===== src/rtl/plt_pkg.sv =====
// Package for the positional list table: default depth, value width,
// action and status codes and the sequencer state type.
// No dependencies; used by plt_ram and positional_list_table_top.
`default_nettype none

package plt_pkg;

  // Default list capacity and stored value width
  localparam int DEPTH_DEF = 16;
  localparam int VALUE_W   = 32;

  // Fixed port widths
  localparam int ACTION_W = 2;
  localparam int POS_W    = 5;
  localparam int STATUS_W = 2;
  localparam int FOUND_W  = 4;
  localparam int COUNT_W  = 5;

  // Action codes
  localparam logic [ACTION_W-1:0] ACT_INSERT = 2'd0;
  localparam logic [ACTION_W-1:0] ACT_DELETE = 2'd1;
  localparam logic [ACTION_W-1:0] ACT_FIND   = 2'd2;

  // Status codes
  localparam logic [STATUS_W-1:0] STAT_OK        = 2'd0;
  localparam logic [STATUS_W-1:0] STAT_FULL      = 2'd1;
  localparam logic [STATUS_W-1:0] STAT_BAD_POS   = 2'd2;
  localparam logic [STATUS_W-1:0] STAT_NOT_FOUND = 2'd3;

  // Sequencer states
  typedef enum logic [1:0] {
    S_IDLE,
    S_SHIFT_UP,
    S_SHIFT_DN,
    S_SCAN
  } state_t;

endpackage

`default_nettype wire


===== src/rtl/positional_list_table_top.sv =====
// Top level of the positional list table: command sequencer, count and
// result registers around the entry store. Depends on plt_pkg, plt_ram.
`default_nettype none

// Usage
//   Command channel: drive action, position and item_value with start
//   high; the command transfers at the rising edge where start is high
//   and busy is low. busy is high while a command walks the store.
//   Result channel: done is high for exactly one cycle with status,
//   found_index and entry_count; the receiver must take it then.
// Sequencing
//   Full list, bad position, empty find, delete of the last entry and
//   unused action codes: result in the cycle after the transfer, busy
//   stays low.
//   Insert: moves entries up from the end, then writes the new value.
//   Delete: moves the entries above the hole down, then drops the count.
//   Find: compares entries from index 0 up to a hit or the list end.
//   Each work cycle moves or compares one entry through the single read
//   port of the store; the result strobe follows the last work cycle, and
//   a new command may transfer in that same cycle.
// Reset
//   rst clears the count and the sequencer; entry contents are left as
//   they are, since only entries below the count are ever read.
module positional_list_table_top #(
  parameter int DEPTH = plt_pkg::DEPTH_DEF
) (
  input  wire logic                          clk,
  input  wire logic                          rst,
  input  wire logic                          start,
  output logic                               busy,
  input  wire logic [plt_pkg::ACTION_W-1:0]  action,
  input  wire logic [plt_pkg::POS_W-1:0]     position,
  input  wire logic [plt_pkg::VALUE_W-1:0]   item_value,
  output logic                               done,
  output logic      [plt_pkg::STATUS_W-1:0]  status,
  output logic      [plt_pkg::FOUND_W-1:0]   found_index,
  output logic      [plt_pkg::COUNT_W-1:0]   entry_count
);

  localparam int AW = $clog2(DEPTH);
  localparam int CW = $clog2(DEPTH + 1);
  localparam int PW = ((CW > plt_pkg::POS_W) ? CW : plt_pkg::POS_W) + 1;

  plt_pkg::state_t state, state_next;

  logic [CW-1:0]               cnt, cnt_next;
  logic [AW-1:0]               ptr, ptr_next;
  logic [AW-1:0]               op_pos;
  logic [plt_pkg::VALUE_W-1:0] op_val;

  logic                        rd_en, wr_en;
  logic [AW-1:0]               rd_addr, wr_addr;
  logic [plt_pkg::VALUE_W-1:0] rd_data, wr_data;

  logic                         done_next;
  logic [plt_pkg::STATUS_W-1:0] status_next;
  logic [plt_pkg::FOUND_W-1:0]  found_next;

  // Wide views for position and count arithmetic
  logic [PW-1:0] pos_w, pos_m1, cnt_w, ptr_w;
  logic [AW-1:0] p_idx;
  logic          is_full, ins_ok, del_ok, hit, accept;

  assign pos_w   = PW'(position);
  assign pos_m1  = pos_w - PW'(1);
  assign cnt_w   = PW'(cnt);
  assign ptr_w   = PW'(ptr);
  assign p_idx   = pos_m1[AW-1:0];
  assign is_full = (cnt == CW'(DEPTH));
  assign ins_ok  = (pos_w != '0) && (pos_w <= cnt_w + PW'(1));
  assign del_ok  = (pos_w != '0) && (pos_w <= cnt_w);
  assign hit     = (rd_data == op_val);
  assign busy    = (state != plt_pkg::S_IDLE);
  assign accept  = start && !busy;

  plt_ram #(
    .DEPTH(DEPTH)
  ) u_ram (
    .clk     (clk),
    .rd_en   (rd_en),
    .rd_addr (rd_addr),
    .rd_data (rd_data),
    .wr_en   (wr_en),
    .wr_addr (wr_addr),
    .wr_data (wr_data)
  );

  // Next state
  always_comb begin
    state_next = state;
    case (state)
      plt_pkg::S_IDLE: begin
        if (start) begin
          case (action)
            plt_pkg::ACT_INSERT: begin
              if (!is_full && ins_ok) state_next = plt_pkg::S_SHIFT_UP;
            end
            plt_pkg::ACT_DELETE: begin
              if (del_ok && (pos_w < cnt_w)) state_next = plt_pkg::S_SHIFT_DN;
            end
            plt_pkg::ACT_FIND: begin
              if (cnt != '0) state_next = plt_pkg::S_SCAN;
            end
            default: state_next = plt_pkg::S_IDLE;
          endcase
        end
      end
      plt_pkg::S_SHIFT_UP: begin
        if (ptr == op_pos) state_next = plt_pkg::S_IDLE;
      end
      plt_pkg::S_SHIFT_DN: begin
        if (ptr_w + PW'(2) >= cnt_w) state_next = plt_pkg::S_IDLE;
      end
      plt_pkg::S_SCAN: begin
        if (hit || (ptr_w + PW'(1) >= cnt_w)) state_next = plt_pkg::S_IDLE;
      end
      default: state_next = plt_pkg::S_IDLE;
    endcase
  end

  // Store accesses, pointer, count and result
  always_comb begin
    rd_en       = 1'b0;
    rd_addr     = '0;
    wr_en       = 1'b0;
    wr_addr     = ptr;
    wr_data     = rd_data;
    ptr_next    = ptr;
    cnt_next    = cnt;
    done_next   = 1'b0;
    status_next = plt_pkg::STAT_OK;
    found_next  = '0;
    case (state)
      plt_pkg::S_IDLE: begin
        if (start) begin
          case (action)
            plt_pkg::ACT_INSERT: begin
              if (is_full) begin
                done_next   = 1'b1;
                status_next = plt_pkg::STAT_FULL;
              end else if (!ins_ok) begin
                done_next   = 1'b1;
                status_next = plt_pkg::STAT_BAD_POS;
              end else begin
                // start at the slot past the end; fetch its lower neighbor unless appending
                ptr_next = cnt[AW-1:0];
                if (pos_m1 != cnt_w) begin
                  rd_en   = 1'b1;
                  rd_addr = AW'(cnt_w - PW'(1));
                end
              end
            end
            plt_pkg::ACT_DELETE: begin
              if (!del_ok) begin
                done_next   = 1'b1;
                status_next = plt_pkg::STAT_BAD_POS;
              end else if (pos_w < cnt_w) begin
                // fetch the entry above the hole
                ptr_next = p_idx;
                rd_en    = 1'b1;
                rd_addr  = pos_w[AW-1:0];
              end else begin
                // last entry: drop it without moving anything
                done_next = 1'b1;
                cnt_next  = cnt - CW'(1);
              end
            end
            plt_pkg::ACT_FIND: begin
              if (cnt == '0) begin
                done_next   = 1'b1;
                status_next = plt_pkg::STAT_NOT_FOUND;
              end else begin
                ptr_next = '0;
                rd_en    = 1'b1;
                rd_addr  = '0;
              end
            end
            default: begin
              done_next = 1'b1;
            end
          endcase
        end
      end
      plt_pkg::S_SHIFT_UP: begin
        wr_en = 1'b1;
        if (ptr == op_pos) begin
          // drop the new value into the opened slot
          wr_data   = op_val;
          cnt_next  = cnt + CW'(1);
          done_next = 1'b1;
        end else begin
          // move one entry up and fetch the next one below
          ptr_next = ptr - AW'(1);
          if ((ptr - AW'(1)) != op_pos) begin
            rd_en   = 1'b1;
            rd_addr = AW'(ptr_w - PW'(2));
          end
        end
      end
      plt_pkg::S_SHIFT_DN: begin
        // move one entry down and fetch the next one above
        wr_en = 1'b1;
        if (ptr_w + PW'(2) < cnt_w) begin
          rd_en    = 1'b1;
          rd_addr  = AW'(ptr_w + PW'(2));
          ptr_next = ptr + AW'(1);
        end else begin
          cnt_next  = cnt - CW'(1);
          done_next = 1'b1;
        end
      end
      plt_pkg::S_SCAN: begin
        if (hit) begin
          done_next  = 1'b1;
          found_next = plt_pkg::FOUND_W'(ptr);
        end else if (ptr_w + PW'(1) >= cnt_w) begin
          done_next   = 1'b1;
          status_next = plt_pkg::STAT_NOT_FOUND;
        end else begin
          rd_en    = 1'b1;
          rd_addr  = ptr + AW'(1);
          ptr_next = ptr + AW'(1);
        end
      end
      default: begin
        ptr_next = ptr;
      end
    endcase
  end

  // Control registers
  always_ff @(posedge clk) begin
    if (rst) begin
      state <= plt_pkg::S_IDLE;
      cnt   <= '0;
      done  <= 1'b0;
    end else begin
      state <= state_next;
      cnt   <= cnt_next;
      done  <= done_next;
    end
  end

  // Command capture, walk pointer and result payload
  always_ff @(posedge clk) begin
    ptr         <= ptr_next;
    status      <= status_next;
    found_index <= found_next;
    entry_count <= plt_pkg::COUNT_W'(cnt_next);
    if (accept) begin
      op_pos <= p_idx;
      op_val <= item_value;
    end
  end

endmodule

`default_nettype wire


===== src/rtl/plt_ram.sv =====
// Entry store of the positional list table: one write port and one
// read port with registered read data. Depends on plt_pkg.
`default_nettype none

module plt_ram #(
  parameter int DEPTH = plt_pkg::DEPTH_DEF
) (
  input  wire logic                         clk,
  input  wire logic                         rd_en,
  input  wire logic [$clog2(DEPTH)-1:0]     rd_addr,
  output logic      [plt_pkg::VALUE_W-1:0]  rd_data,
  input  wire logic                         wr_en,
  input  wire logic [$clog2(DEPTH)-1:0]     wr_addr,
  input  wire logic [plt_pkg::VALUE_W-1:0]  wr_data
);

  logic [plt_pkg::VALUE_W-1:0] mem [DEPTH];

  // Write port
  always_ff @(posedge clk) begin
    if (wr_en) begin
      mem[wr_addr] <= wr_data;
    end
  end

  // Read port with registered read data
  always_ff @(posedge clk) begin
    if (rd_en) begin
      rd_data <= mem[rd_addr];
    end
  end

endmodule

`default_nettype wire

===== config.mk =====
export PLATFORM = sky130hd
export DESIGN_NAME = positional_list_table_top
export DESIGN_NICKNAME = d
export VERILOG_FILES = /design/src/rtl/plt_pkg.sv /design/src/rtl/positional_list_table_top.sv /design/src/rtl/plt_ram.sv
export SDC_FILE = /design/constraint.sdc
export NUM_CORES = 1
export LEC_CHECK = 0
export BUFFER_PORTS_ARGS = -buffer_cell sky130_fd_sc_hd__buf_2
export CORE_MARGIN = 5
export CORE_UTILIZATION = 44
export DETAILED_ROUTE_END_ITERATION = 7
export PLACE_DENSITY = 0.6
export SKIP_LAST_GASP = 1
export SYNTH_ARGS = -nofsm -noshare
export SYNTH_HDL_FRONTEND = slang
export SYNTH_SLANG_ARGS = --single-unit
export TNS_END_PERCENT = 20

===== constraint.sdc =====
create_clock -name clk -period 5.3 [get_ports clk]
set_clock_uncertainty 0.15 [all_clocks]
set_input_delay 0.53 -clock clk [delete_from_list [all_inputs] [get_ports clk]]
set_output_delay 0.53 -clock clk [all_outputs]
set_load 0.02 [all_outputs]

* Word-level counts from Yosys, hierarchy flattened *
Memory sizes are Yosys's and may differ from the RTL's. A register that Yosys moved wholly into a read port is not among the register bits.
Index checks and enable logic that the tools add are counted.

storage, ports and cells
  flip-flop bits (word level) = 59
  bits in writable memories = 512
  input bits = 42
  output and inout bits = 13
  logic and storage cells = 152
  memories = 1

operators by class
  add/subtract/negate cells = 10
  $lt $le $gt $ge = 6
  eq/ne operators = 27
  mux-type cells = 81
  reduce and logical (&&, ||, !) cells = 18

memory list
  memory     depth  bits a word  rd ports  clocked after Yosys merged registers in  wr ports  RTL line       text
  u_ram.mem  16     32           1         1                                        1         plt_ram.sv:17  logic [plt_pkg::VALUE_W-1:0] mem [DEPTH];

operator list
  kind                   count
  $mux W4                21
  $mux W32               2
  $eq A32 B32 Y1         1
  $pmux W4 S4            2
  $mux W5                6
  $mux W2                14
  $mux W1                25
  $ne A3 B3 Y1 const B   8
  $ne A2 B2 Y1 const B   8
  $pmux W5 S3            1
  $pmux W2 S3            2
  $pmux W4 S3            1
  $reduce_and A11 Y1     1
  $ge A5 B5 Y1           2
  $lt A5 B5 Y1           2
  $pmux W1 S4            2
  $pmux W2 S4            1
  $pmux W4 S2            1
  $sub A4 B1 Y4 const B  2
  $reduce_and A7 Y1      1
  $add A5 B1 Y6 const B  1
  $eq A2 B2 Y1 const B   3
  $le A5 B6 Y1           1
  $ne A6 B5 Y1           1
  other kinds (25)       33

* Logic depth before layout (Yosys ltp) *
Gate-level depths: netlist of the first run.

  depth after elaboration = 8
  depth in mapped cells = 17
  depth with buffers taken out = 14

* Hierarchy *
Synthesis of the first run repeated with hierarchy kept, for this count alone.

second synthesis, totals
  cells, all modules = 1245
  area, all modules = 24277.0 sq um

by module, submodules not included
  module                     times used  cells an instance  area an instance (sq um)  seq. area each (sq um)
  plt_ram                    1           838                20155.6                   16335.7
  positional_list_table_top  1           407                4121.5                    1581.5

* Least setup slack after synthesis of the first run *
Ideal clock, no wire load.

  path type = register to register
  start point = reg ptr[0]
  end point = reg u_ram.rd_data[0] in the netlist's numbering, read port of u_ram.mem (enable)
  library setup time = 0.432 ns
  arrival time = 3.780 ns
  data required time = 4.718 ns
  setup slack = 0.938 ns
  stages on the path, launching flop included = 10
  buffers on the path = 0
  clock period less this slack = 4.362 ns
  path through = edfxtp_1 inv_1 ha_1 ha_1 a21boi_1 o31ai_1 o2bb2ai_1 a21boi_1 a211oi_1 a21oi_1

between the ends
  cells in the longest elaborated chain, start to end = 5
  elaborated cells on any way between the ends = 21
  classes of those cells = 5 x add/sub; 2 x order compare; 2 x eq/ne; 12 x mux

RTL lines
  element                                                RTL line                                                            text
  start: declaration                                     positional_list_table_top.sv:47                                     logic [AW-1:0] ptr, ptr_next;
  start signal: assignment                               positional_list_table_top.sv:246                                    ptr <= ptr_next;
  $add A4 B1 Y5 / $sub A4 B1 Y4 (equally long branches)  positional_list_table_top.sv:216, positional_list_table_top.sv:194
  $ge A5 B5 Y1 / $ne A4 B4 Y1 (equally long branches)    positional_list_table_top.sv:216, positional_list_table_top.sv:194
  $mux W1 (on tied branches)                             positional_list_table_top.sv:216, positional_list_table_top.sv:194
  $mux W1 (on tied branches)                             positional_list_table_top.sv:213, positional_list_table_top.sv:186
  $pmux W1 S4 *                                          positional_list_table_top.sv:133                                    case (state)
  net rd_en                                              positional_list_table_top.sv:51                                     logic rd_en, wr_en;
  end: declaration                                       plt_ram.sv:11                                                       output logic [plt_pkg::VALUE_W-1:0] rd_data,

Mark *: on every way through the listed nets, which the timed path passes. The rest lies on a longest branch.
A chain may end at the register's enable or synchronous reset.

* Worst setup path in the final report of the first run *
  start point = reg ptr[0]
  end point = reg u_ram.rd_data[13] in the netlist's numbering, read port of u_ram.mem (data pin)

between the ends
  cells in the longest elaborated chain, start to end = 5
  elaborated cells on any way between the ends = 21
  classes of those cells = 5 x add/sub; 2 x order compare; 2 x eq/ne; 12 x mux

RTL lines
  element                                                RTL line                                                            text
  $add A4 B1 Y5 / $sub A4 B1 Y4 (equally long branches)  positional_list_table_top.sv:216, positional_list_table_top.sv:194
  $ge A5 B5 Y1 / $ne A4 B4 Y1 (equally long branches)    positional_list_table_top.sv:216, positional_list_table_top.sv:194
  $mux W4 (tied with other cells)                        positional_list_table_top.sv:216                                    end else if (ptr_w + PW'(1) >= cnt_w) begin
  $mux W4 (tied with other cells)                        positional_list_table_top.sv:213                                    if (hit) begin
  $pmux W4 S4 / $pmux W1 S4 (equally long branches)      positional_list_table_top.sv:133

Several ways; a longest one is shown, not always the timed one.

==> impl_metrics.toml, run 1 <==
[cts]
clock_tree.root_cell = "clkbuf_16"
cts-htree-levels = 3
tritoncts = "built"
clkSinkCount = 603
clock_latency_ns = 0.60
cts_buffers = 66
path_clk_slew_ns = 0.06
clockBufferDepth = 3

[yosys]
ys.warnings.count = 0
ys_seq_elements = 603
ys_types = 59
synth_area_um2 = 25070
synthArstFlopShare = 0
syn_nets = 1903
syn_area_per_cell_um2 = 13.76
syn_inst = 1822
synth_top_flop_cell = "edfxtp_1"
synth_edf_count = 584
ys_seq_area_frac = 0.7146

[sta]
fin_ws_ns = 0.4491
rsz0062_at_grt = "false"
tightest_slew_ns = 1.256
whs_ns = 0.06898
setup-tns-final_ns = 0
finalSetupViolations = 0
drv_slew = 0
fmax_ghz = 0.2061
period_minus_slack_ns = 4.851
finalCritPeriodShare = 0.9153
slew_headroom = 0.1608
finalHoldViolations = 0

[final_layout]
drive_gt1_frac = 0.1329
syn_to_final_growth_pct = 15.24
mostFrequentLayoutCells = "edfxtp_1 (584), nand2_1 (384), a21oi_1 (208)"
final_common_cell = "edfxtp_1"
nets = 2003
fill_cells = 4819
stdcell_count = 2728
utilization = 0.5124
diodes = 0
post-route-cell-area_um2 = 28900

[worst_setup_path]
cp_num_buf_inv = 2
cp_slowest_cell = "buf_4"
cp_top_family = "compound AO/OA/AOI/OAI gates"
startpoint_type = "flop"
cp_data_required_time_ns = 5.62
path_max_fanout = 76
endpoint_kind = "flop"
crit_type = "flop to flop"
slowest_delay_ns = 0.81
cp.arrival_ns = 5.17
crit_chain = "inv_1, ha_1, ha_1, a21boi_1, o31ai_1, o2bb2ai_1, a21boi_1, a21oi_1, o32ai_4, buf_4, a21oi_1, a22oi_1, a32oi_1, nand2_1"

[grt]
antenna_found_initial = 0
grt_use_met2 = 0.3289
grt-busiest-layer = "met2"
use_met1 = 0.2920
grt_max_degree = 78
overflow = 0
met3_usage = 0.03070
grt_pass1_vias = 15280
grt_pass1_wl_mm = 97.41
gr-usage-all-layers = 0.2054

[power]
internal_power_mw = 10.04
p_switching_mw = 4.662
combPwrFrac = 0.251
peakVddDrop_mv = 0.2722
power_frac_seq = 0.448
power_leakage_nw = 10.41
powerDensity_nw_per_um2 = 508.7
finalPower_mw = 14.70
switching_share = 0.3171
clkPwrFrac = 0.300

[die]
die_area_um2 = 61860
row_count = 87
io_pins = 55
core_um2 = 56390
dieWidth_um = 248.7
fp.dieH_um = 248.7
start_util = 0.4447

[hold_path]
hp-class = "input port to flop"

[route]
antenna_left = 0
wl_per_cell_um = 23.87
firstDrtPassIters = 5
vias = 15595
wirelength_mm = 65.12
drc = 0
vias_per_cell = 5.717
drtIter0Drc = 1536

[place]
dp_hpwl_mm = 35.72
post-place-ws_ns = 0.5400
gp_congestion = 0.8211
place_area_um2 = 26500
io_buffers = 54
placed_cells = 2578

[outcome]
status = "finished, final reports clean"

[flow_run]
maxCapViolCount = 0
[worst paths after layout]
| path | start | to | slack [ns] | cells past startpoint |
|---|---|---|---|---|
| setup / recovery | ptr[0]$_DFFE_PP_ | u_ram.rd_data[13]$_DFFE_PP_ | 0.45 | 14 |
| hold / removal | rst | cnt[4]$_SDFF_PP0_ | 0.07 | 2 |
| setup reg to reg | ptr[0]$_DFFE_PP_ | u_ram.rd_data[13]$_DFFE_PP_ | 0.45 | 14 |
| hold reg to reg | state[1]$_SDFFE_PP0P_ | state[1]$_SDFFE_PP0P_ | 0.37 | 2 |
[cells in the mapped netlist, types with 2 or more instances]
cell type,instances,area share
a32oi_1,64,0.022
nand2_1,385,0.058
o21ai_1,2,0.00040
nor2_1,42,0.0063
clkbuf_1,50,0.0075
nor2b_1,10,0.0025
dfxtp_1,19,0.015
a221oi_1,2,0.00070
xor2_1,13,0.0045
buf_6,7,0.0031
mux2_2,33,0.015
mux2i_1,64,0.026
or2_2,3,0.00075
buf_1,6,0.00090
and2_1,2,0.00050
a21boi_1,2,0.00060
ha_1,39,0.019
a21oi_1,209,0.042
o22ai_1,8,0.0020
o31ai_1,4,0.0012
nor4_1,3,0.00075
o21ai_0,19,0.0038
inv_1,22,0.0033
xnor2_1,42,0.015
a31oi_1,6,0.0015
o21a_1,2,0.00060
o22a_1,2,0.00070
a22oi_1,66,0.020
edfxtp_1,584,0.70
buf_2,39,0.0078
o21bai_1,3,0.00090
nand2b_1,3,0.00075
nand4_1,12,0.0030
nand3_1,13,0.0026
nor3_1,17,0.0034
o32ai_1,2,0.00070
[power groups by stage]
stage          Clock, mW  Combinational [mW]  Sequential [mW]
6_report            4.42                3.70             6.59
3_5_place_dp           0                3.66             6.68
5_1_grt             4.70                4.04             6.63
4_1_cts             4.49                3.69             6.59
3_3_place_gp           0                3.61             6.67
2_1_floorplan          0                2.41             6.61
[sequential cells by signal, indices dropped and copies added, names as in the netlist, 4 cells and up]
| register | flops |
|---|---|
| op_pos | 4 |
| entry_count | 5 |
| ptr | 4 |
| u_ram.rd_data | 32 |
| u_ram.mem | 512 |
| cnt | 5 |
| found_index | 4 |
| op_val | 32 |
[per-layer routing]
layer  up-vias  wire length, um
met5         -                0
met4         0             1530
met3        97             4425
met2       604            30920
met1      7837            28240
li1       7057                -
[cells by family after synthesis]
kind of cell	after synthesis	synth area share
buffers and inverters	125	0.02290
AO/OA/AOI/OAI	402	0.1010
AND/OR/NAND/NOR	500	0.08159
multiplexers	97	0.04037
XOR/XNOR	56	0.02011
adder cells (fa/ha/maj)	39	0.01946
flip-flops	603	0.7146
[area by class of cell]
type | instances | area, um^2 | share of cell area
clock buffers | 82 | 1754 | 0.06071
clock inverters | 36 | 317.8 | 0.01100
inverters | 22 | 82.58 | 0.002858
multi-input cells | 1094 | 6782 | 0.2347
flip-flops and latches | 603 | 17920 | 0.6201
well taps | 756 | 945.9 | 0.03274
repair buffers | 135 | 1096 | 0.03793
[what timing repair did]
| item | in CTS | in global routing |
|---|---|---|
| endpoints found under the hold margin | 32 | 0 |
| buffers inserted | 0 | 0 |
| resized for setup | 0 | 0 |
| hold buffers | 32 | 0 |
No activity file was read; power rests on OpenSTA's default activity.
==> inputs of run 2 (changes only) <==
--- a/config.mk
+++ b/config.mk
@@ -9,6 +9,7 @@
 export CORE_MARGIN = 5
 export CORE_UTILIZATION = 44
 export DETAILED_ROUTE_END_ITERATION = 7
+export MAX_ROUTING_LAYER = met4
 export PLACE_DENSITY = 0.6
 export SKIP_LAST_GASP = 1
 export SYNTH_ARGS = -nofsm -noshare
==> impl_metrics.toml, run 2 (synthesis results as in run 1) <==
[final_layout]
mostFrequentLayoutCells = "edfxtp_1 (584), nand2_1 (384), a21oi_1 (208)"
top_register = "u_ram.mem"
diodes = 0
final_common_cell = "edfxtp_1"
syn_to_final_growth_pct = 15.24
post-route-cell-area_um2 = 28900
reg_top3 = "u_ram.mem x512, op_val x32, u_ram.rd_data x32"
nets = 2003
drive_gt1_frac = 0.1329
utilization = 0.5124
largest_register_ffs = 512

[sta]
fin_ws_ns = 0.4531
finalHoldViolations = 0
whs_ns = 0.06853
fmax_ghz = 0.2063
finalCritPeriodShare = 0.9145
setup-tns-final_ns = 0
slew_headroom = 0.1887
rsz0062_at_grt = "false"
drv_slew = 0
period_minus_slack_ns = 4.847
finalSetupViolations = 0
tightest_slew_ns = 1.214

[worst_setup_path]
path_max_fanout = 76
crit_type = "flop to flop"
startpoint_type = "flop"
cp_data_required_time_ns = 5.62
worstRegToRegCells = 15
endpoint_kind = "flop"
ff2ff_setup_slack_ns = 0.45
cp.arrival_ns = 5.17

[cts]
clock_latency_ns = 0.60
cts-htree-levels = 3
cts_setup_buffers = 0
cts_buffers = 66
clockBufferDepth = 3
clock_tree.root_cell = "clkbuf_16"
tritoncts = "built"
path_clk_slew_ns = 0.06
clkSinkCount = 603

[power]
switching_share = 0.3171
peakVddDrop_mv = 0.2726
power_frac_seq = 0.448
powerDensity_nw_per_um2 = 508.7
power_leakage_nw = 10.41
clkPwrFrac = 0.300
internal_power_mw = 10.04
p_switching_mw = 4.662
combPwrFrac = 0.251

[route]
vias_per_cell = 5.692
antenna_left = 0
firstDrtPassIters = 7
vias = 15528
wl_per_cell_um = 23.85
wirelength_mm = 65.07
drtIter0Drc = 1643
drc = 0

[die]
io_pins = 55
core_um2 = 56390
die_area_um2 = 61860
dieWidth_um = 248.7
start_util = 0.4447
row_count = 87
fp.dieH_um = 248.7

[place]
post-place-ws_ns = 0.5400
place_area_um2 = 26500
io_buffers = 54
dp_hpwl_mm = 35.72
gp_congestion = 0.8335

[grt]
overflow = 0
grt_max_degree = 78
grt_pass1_wl_mm = 97.35
antenna_found_initial = 0
gr-usage-all-layers = 0.2115
grt_pass1_vias = 15256

[flow_run]
maxCapViolCount = 0

[hold_path]
hp-class = "input port to flop"
hold_depth = 2

[outcome]
status = "finished, final reports clean"
[run 2: what timing repair did]
action / in CTS / in global routing
hold endpoints to repair: 32 / 0
hold buffers: 32 / 0
gates resized for setup: 0 / 0
[run 2: cell type report]
| type | instances | area [um^2] |
|---|---|---|
| Tap cell | 756 | 945.9 |
| Sequential cell | 603 | 17920 |
| Fill cell | 4819 | 27490 |
| Timing Repair Buffer | 135 | 1096 |
| Clock buffer | 82 | 1754 |
| Clock inverter | 36 | 317.8 |
| Inverter | 22 | 82.58 |
| Multi-Input combinational cell | 1094 | 6782 |
[run 2: routing by layer]
metal | share of wire | track usage | vias up
met5 | 0 | - | -
met4 | 0.024 | 0.06606 | 0
met3 | 0.070 | 0.03038 | 109
met2 | 0.47 | 0.3289 | 562
met1 | 0.43 | 0.2923 | 7796
li1 | - | - | 7061
[run 2: worst paths after layout]
check / end / startpoint
min: cnt[4]$_SDFF_PP0_ / rst
min reg2reg: state[1]$_SDFFE_PP0P_ / state[1]$_SDFFE_PP0P_
max: u_ram.rd_data[13]$_DFFE_PP_ / ptr[2]$_DFFE_PP_
max reg2reg: u_ram.rd_data[13]$_DFFE_PP_ / ptr[2]$_DFFE_PP_
[run 2: power by group through the flow]
stage,combinational [mW],sequential (mW),clock [mW]
4_1_cts,3.69,6.59,4.49
2_1_floorplan,2.41,6.61,0
5_1_grt,4.04,6.63,4.70
3_5_place_dp,3.66,6.68,0
6_report,3.70,6.59,4.42
3_3_place_gp,3.61,6.67,0
[run 2: metrics by stage]
step,power (mW),std cells
after floorplan,9.012,1822
after global placement,10.27,2578
after detailed placement,10.34,2578
after CTS,14.78,2728
after global routing,15.37,2728
final,14.70,2728
[run 2: worst max-delay path: stages (launching register included)]
cell	delay [ns]
edfxtp_1	0.61
ha_1	0.33
nand2_1	0.09
xnor2_1	0.26
ha_1	0.29
o21a_1	0.11
o31ai_1	0.06
o2bb2ai_1	0.18
a21boi_1	0.54
a21oi_1	0.23
o32ai_4	0.33
buf_4	0.83
a21oi_1	0.19
a22oi_1	0.26
a32oi_1	0.09
nand2_1	0.09
